--- config.mk ---
export PLATFORM = sky130hd
export DESIGN_NAME = nsl_div
export DESIGN_NICKNAME = d
export VERILOG_FILES = /design/src/design/nsl_pkg.sv /design/src/design/nsl_div.sv
export SDC_FILE = /design/constraint.sdc
export NUM_CORES = 2
export LEC_CHECK = 0
export BUFFER_PORTS_ARGS = -buffer_cell sky130_fd_sc_hd__buf_2
export CAP_MARGIN = 5
export CELL_PAD_IN_SITES_DETAIL_PLACEMENT = 1
export CELL_PAD_IN_SITES_GLOBAL_PLACEMENT = 1
export CORE_MARGIN = 1
export CORE_UTILIZATION = 40
export CTS_CLUSTER_SIZE = 12
export DETAILED_ROUTE_END_ITERATION = 10
export PLACE_DENSITY = 0.65
export SKIP_LAST_GASP = 1
export SLEW_MARGIN = 40
export SYNTH_ARGS = -nofsm -noshare
export SYNTH_HDL_FRONTEND = slang
export SYNTH_SLANG_ARGS = --single-unit
export TNS_END_PERCENT = 30
--- constraint.sdc ---
create_clock -name clk -period 4.31 [get_ports clk]
set_input_delay 0.862 -clock clk [delete_from_list [all_inputs] [get_ports clk]]
set_output_delay 0.862 -clock clk [all_outputs]
set_load 0.05 [all_outputs]
--- src/design/nsl_pkg.sv ---
// types, constants and saturating helpers shared by the slope limiter files
// no dependencies
`default_nettype none

package nsl_pkg;

	localparam int SAT_W   = 60;
	localparam int EPS_W   = 48;
	localparam int ORDER_W = 3;

	localparam logic [SAT_W-1:0]   SAT_MAX     = {SAT_W{1'b1}};
	localparam logic [ORDER_W-1:0] ORDER_MIN   = 3'd3;
	localparam logic [ORDER_W-1:0] ORDER_MAX   = 3'd5;
	localparam logic [ORDER_W-1:0] ORDER_RESET = 3'd3;

	typedef enum logic [1:0] {
		ORD3 = 2'd0,
		ORD4 = 2'd1,
		ORD5 = 2'd2
	} ord_t;

	typedef struct packed {
		logic vld;
		logic early;
	} tag_t;

	function automatic logic [SAT_W-1:0] sat_add(input logic [SAT_W-1:0] x,
		input logic [SAT_W-1:0] y);
		logic [SAT_W:0] s;
		s = {1'b0, x} + {1'b0, y};
		return s[SAT_W] ? SAT_MAX : s[SAT_W-1:0];
	endfunction

	function automatic logic [SAT_W-1:0] sat_shl(input logic [SAT_W-1:0] x,
		input logic [1:0] k);
		logic [SAT_W+2:0] w;
		w = {3'b000, x} << k;
		return (w[SAT_W+2:SAT_W] != 3'b000) ? SAT_MAX : w[SAT_W-1:0];
	endfunction

endpackage

`default_nettype wire

--- src/design/nsl_div.sv ---
// pipelined restoring divider, one quotient bit per stage, with limiter saturation
// depends on nsl_pkg
`default_nettype none

module nsl_div
	import nsl_pkg::*;
#(
	parameter int FRAC_BITS = 16
) (
	input  wire logic               clk,
	input  wire logic               arst_n,
	input  wire logic               en,
	input  wire logic [SAT_W-1:0]   num,
	input  wire logic [SAT_W-1:0]   den,
	input  wire tag_t               tag_i,
	output logic [FRAC_BITS+1:0]    q,
	output tag_t                    tag_o
);
	localparam int DS = FRAC_BITS + 2;
	localparam int LW = FRAC_BITS + 2;
	localparam int RW = SAT_W + 1;

	logic [RW-1:0]    r_s    [0:DS];
	logic [LW-1:0]    q_s    [0:DS];
	logic [SAT_W-1:0] den_s  [0:DS];
	logic             zero_s [0:DS];
	logic             big_s  [0:DS];
	tag_t             tag_s  [0:DS];

	always_ff @(posedge clk) begin
		if (en) begin
			r_s[0]    <= {1'b0, num};
			q_s[0]    <= '0;
			den_s[0]  <= den;
			zero_s[0] <= (den == '0);
			big_s[0]  <= ({2'b00, num} >= {den, 2'b00});
		end
	end

	always_ff @(posedge clk or negedge arst_n) begin
		if (!arst_n) begin
			for (int k = 0; k <= DS; k++) tag_s[k] <= '0;
		end else if (en) begin
			tag_s[0] <= tag_i;
			for (int k = 1; k <= DS; k++) tag_s[k] <= tag_s[k-1];
		end
	end

	for (genvar i = 0; i < DS; i++) begin : g_step
		logic [RW-1:0] rr;
		logic [RW-1:0] trial;
		logic          ge;

		// two integer steps on the raw remainder, then one per fraction bit
		always_comb begin
			rr    = (i < 2) ? r_s[i] : {r_s[i][RW-2:0], 1'b0};
			trial = (i == 0) ? {den_s[i], 1'b0} : {1'b0, den_s[i]};
			ge    = (rr >= trial);
		end

		always_ff @(posedge clk) begin
			if (en) begin
				r_s[i+1]    <= ge ? (rr - trial) : rr;
				q_s[i+1]    <= {q_s[i][LW-2:0], ge};
				den_s[i+1]  <= den_s[i];
				zero_s[i+1] <= zero_s[i];
				big_s[i+1]  <= big_s[i];
			end
		end
	end

	always_comb begin
		priority if (zero_s[DS]) q = '0;
		else if (big_s[DS])      q = {LW{1'b1}};
		else                     q = q_s[DS];
	end

	assign tag_o = tag_s[DS];

	a_rem_below_den: assert property (@(posedge clk) disable iff (!arst_n)
		tag_s[DS].vld && !zero_s[DS] && !big_s[DS] |-> r_s[DS] < {1'b0, den_s[DS]})
		else $error("remainder not below divisor");

endmodule

`default_nettype wire

==> Flow_metrics.wiki <==
{| class="wikitable"
! Metric !! Value
|-
| Run status || complete, but fails checks
|-
| Failing checks || negative setup slack
|-
| Die outline area || 373000 sq um
|-
| Power Density || roughly 760 nW/um^2
|-
| DPL Wire Length || around 350000 um
|-
| Met1 track demand over resource in global routing || 0.213
|-
| Hold path start || num[20]
|-
| Count of different cell masters after synthesis || about 110
|-
| Root Buffer || sky130_fd_sc_hd__clkbuf_16
|-
| Share of total power in sequential cells || 0.289
|-
| Netlist Area Pre-Place || 148000 sq um
|-
| Fraction of layout instances using a drive strength above 1 || 0.156
|-
| Number of vias in the routed layout || 110034
|-
| Number of vias per cell after detailed routing || 5.26
|-
| Port bufs || 144
|-
| Type of the setup path with the least slack || flip-flop to flip-flop
|-
| Worst hold stages || 1
|-
| Req. time, crit path || 4.96 ns
|-
| Leading register cell type out of synthesis || sky130_fd_sc_hd__edfxtp_1
|-
| R2R setup slack || -0.02 ns
|-
| Final total power || 133000 uW
|-
| Clock network power share || 0.186
|-
| Proportion of power drawn by combinational gates || 0.525
|-
| Startpoint of the worst register-to-register path || r_s[16][7]
|-
| Pin count of the biggest net entering global routing || 128
|-
| Cell total after placement || between 20000 and 25000
|-
| Seq cells post-synth || 2408
|-
| Routed wire length || 433000 um
|-
| Crit end category || flip-flop
|-
| Proportion of synthesized chip area in sequential cells || 0.487
|-
| Most used cells in the layout excluding fill and tap cells || 2370 x sky130_fd_sc_hd__edfxtp_1, 1544 x sky130_fd_sc_hd__a21oi_1, 1387 x sky130_fd_sc_hd__buf_4
|-
| Placeable core region || 369000 sq um
|-
| Pint || 81100 uW
|-
| Buf+Inv Stages, Crit Path || 3
|-
| Nature of the critical path startpoint || flip-flop
|-
| Vertical extent of the die || roughly 610 um
|-
| Number of antenna violations at the first check in global routing || 9
|-
| Total GRT Usage || 0.226
|-
| H-tree depth || 5
|-
| Fraction of the cycle the final worst path needs || 1.01
|-
| Std-Cell Rows || 223
|-
| Highest fanout seen on the critical path || 7
|-
| TritonCTS sink count || around 2400
|-
| Number of synthesized flops with an enable pin || 2370
|-
| Capture endpoint of the worst hold path || r_s[0][20]
|-
| Worst Reg2Reg Path Length in Cells || 16
|-
| Syn Nets || 15601
|-
| Clock Pin Slew Worst Setup and Hold Paths || approximately 0.060 ns
|-
| Most frequent cell on the critical path || sky130_fd_sc_hd__o31a_1
|-
| Number of max-cap violations || 0
|-
| Critical Path AT || 4.98 ns
|-
| Initial standard-cell utilization of the core || 0.402
|-
| Number of DRC violations after detailed routing || 0
|-
| Final Worst Setup Slack || -0.0240 ns
|-
| Hold Violations, Final || 0
|-
| Worst R2R End || r_s[17][12]
|-
| Highest-delay cell along the critical path || sky130_fd_sc_hd__o41a_1
|-
| Met3 Resource Use GR || 0.0172
|-
| Die width || 610 um
|-
| Switching power || 52400 uW
|-
| First DRT Iteration DRCs || 3872
|-
| Post-synth ARST share || 0.0158
|-
| Vias in the first global route || around 120k
|-
| GR Overflow Total || 0
|-
| Met2 Usage GRT || 0.452
|-
| Detailed-routing iteration count for the pre-antenna-repair pass || 5
|-
| Average detailed-routed wire length per instance || 20.7 um
|-
| Total of endpoints with negative setup slack in the final report || 16
|-
| Cells along the critical path || ha_4 > and3_4 > a221o_1 > a21o_1 > a31o_4 > o41a_1 > o21ai_2 > buf_6 > o31a_1 > o31a_1 > o21ai_1 > nand2_1 > nand3_4 > buf_12 > clkbuf_16 > mux2_1
|-
| Largest stage delay on the critical path || 0.56 ns
|-
| Post-layout minimum cycle time || 4.33 ns
|-
| Instance count of the mapped netlist || 14323
|-
| Worst min path class || input pin to flip-flop
|-
| Clock latency reported for the late side of the worst-skew pair || 0.92 ns
|-
| Most congested layer reported by global routing || met2
|-
| Slew margin rel. || 0.378
|-
| Most frequent standard cell in the layout excluding fill and tap cells || sky130_fd_sc_hd__edfxtp_1
|-
| Clock Skews || 0.0412 ns
|-
| Actual transition at the worst max-transition pin || 0.923 ns
|-
| GPL Wtd Cong || 0.957
|-
| Layout Area Growth over Synthesis || 18.7%
|-
| Maximum count of clock buffers along a single path || 4
|-
| IR Drop Worst-Case VDD || about 0.00034 V
|-
| Switching share of power || 0.393
|-
| Count of final max-slew check failures || 0
|-
| Leakage power || 0.0746 uW
|-
| Crit-path leading delay family || compound AO/OA/AOI/OAI gates
|-
| Synth Warn # || 0
|-
| ANT nets after route || 0
|-
| Global-route wire length before repair || 660000 um
|-
| Total number of nets in the final design || 16985
|-
| Mean instance size in the synthesized netlist || 10.3 sq um
|-
| Fmax || 231 MHz
|-
| Final Non-Filler Cells || approximately 21000
|-
| Number of placed I/O pins || 145
|-
| Cts bufs inserted || 302
|-
| TritonCTS clock tree || done
|-
| Setup repair after global routing missed its margin || yes
|}
stage by stage:
stage / util / hold WS (ns) / instance area (sq um) / setup WS [ns] / TNS (ns)
2_1_floorplan: - / 0.400 / 148000 / 0.235 / 0
3_3_place_gp: 0.446 / 0.401 / 164000 / -0.686 / -42.33
3_5_place_dp: 0.446 / 0.405 / 164000 / -0.663 / -51.39
4_1_cts: 0.474 / 0.0468 / 175000 / -0.125 / -8.56
5_1_grt: 0.477 / 0.0958 / 176000 / -0.103 / -7.03
6_report: 0.477 / 0.142 / 176000 / -0.0240 / -0.191
worst reg2reg max path: stages, from the launching register on:
cell and delay, ns:
sky130_fd_sc_hd__edfxtp_1 0.43, sky130_fd_sc_hd__ha_4 0.28, sky130_fd_sc_hd__and3_4 0.17, sky130_fd_sc_hd__a221o_1 0.36, sky130_fd_sc_hd__a21o_1 0.18, sky130_fd_sc_hd__a31o_4 0.23, sky130_fd_sc_hd__o41a_1 0.56, sky130_fd_sc_hd__o21ai_2 0.20
sky130_fd_sc_hd__buf_6 0.13, sky130_fd_sc_hd__o31a_1 0.24, sky130_fd_sc_hd__o31a_1 0.25, sky130_fd_sc_hd__o21ai_1 0.08, sky130_fd_sc_hd__nand2_1 0.12, sky130_fd_sc_hd__nand3_4 0.11, sky130_fd_sc_hd__buf_12 0.22, sky130_fd_sc_hd__clkbuf_16 0.20
sky130_fd_sc_hd__mux2_1 0.32
timing repair:
action	4_1_cts	5_1_grt
endpoints found under the setup margin	340	700
resized for setup	78	112
endpoints found under the hold margin	18	0
pin swaps	15	37
hold buffers	1	0
gates cloned	7	11
setup buffers	13	26
layout make-up:
cell class | count | area (sq um)
antenna | 12 | 30.0
clock buffer | 373 | 7980
clock inverter | 169 | 1720
fill | 40480 | 193000
inverter | 1386 | 5200
multi-input combinational | 9987 | 69400
sequential | 2408 | 72100
tap | 4950 | 6190
timing repair buffer | 1622 | 13000
how the worst max path moves through the flow:
stage / to / startpoint / slack, ns / cells past startpoint
floorplan: r_s[1][54] / r_s[0][1] / 0.23 / 18
global placement: r_s[1][2] / r_s[0][1] / -0.69 / 19
detailed placement: r_s[1][13] / r_s[0][1] / -0.66 / 19
CTS: r_s[9][2] / r_s[8][0] / -0.13 / 16
global route: r_s[11][48] / r_s[10][1] / -0.10 / 18
finish: r_s[17][12] / r_s[16][7] / -0.02 / 16
state kept, by name, summed over array words and instances, names as in the netlist:
name    cells
tag_o       2
big_s      19
tag_s      36
den_s    1080
zero_s     19
r_s      1081
q_s       171
metal layers:
metal | vias to the layer above | wire length, um
met1 | 52696 | 153000
li1 | 54864 | -
met2 | 1458 | 235000
met4 | 0 | 38000
met3 | 1016 | 7660
met5 | - | 0
kinds of logic (layout without fill, tap and decap cells):
group / Yosys count / after routing / synth area share
compound gates: 4080 / 4080 / 0.169
xor+xnor: 934 / 934 / 0.0553
fa+ha+maj: 1153 / 1153 / 0.0983
buf+inv: 1929 / 3550 / 0.0503
flops: 2408 / 2408 / 0.487
mux: 391 / 391 / 0.0311
other cells: 0 / 12 / 0
simple gates: 3428 / 3429 / 0.109
cells in the mapped netlist, drive strengths merged, types with 67 or more instances:
master | number | area (sq um)
and3 | 115 | 719
nand2b | 144 | 901
mux2 | 377 | 4460
nand3 | 271 | 1360
xor2 | 398 | 3490
nor2b | 147 | 920
a31oi | 122 | 782
xnor2 | 536 | 4690
nand2 | 1009 | 3790
a21o | 618 | 4640
edfxtp | 2370 | 71200
nor4 | 68 | 425
and2 | 67 | 419
inv | 1385 | 5200
o21a | 126 | 946
clkbuf | 426 | 1600
nor3 | 141 | 706
o21bai | 170 | 1280
o21ai | 898 | 4500
a211oi | 73 | 553
a21oi | 1550 | 7760
ha | 1136 | 14200
buf | 117 | 648
nor2 | 997 | 3740
nand4 | 276 | 1730
power groups by stage:
stage	sequential, uW	combinational, uW	clock (uW)
2_1_floorplan	37300	44800	0
3_3_place_gp	38900	67500	0
3_5_place_dp	39100	68400	0
4_1_cts	38600	69200	25700
5_1_grt	39300	76700	26300
6_report	38600	70000	24800
No activity file was read; power rests on OpenSTA's default activity.
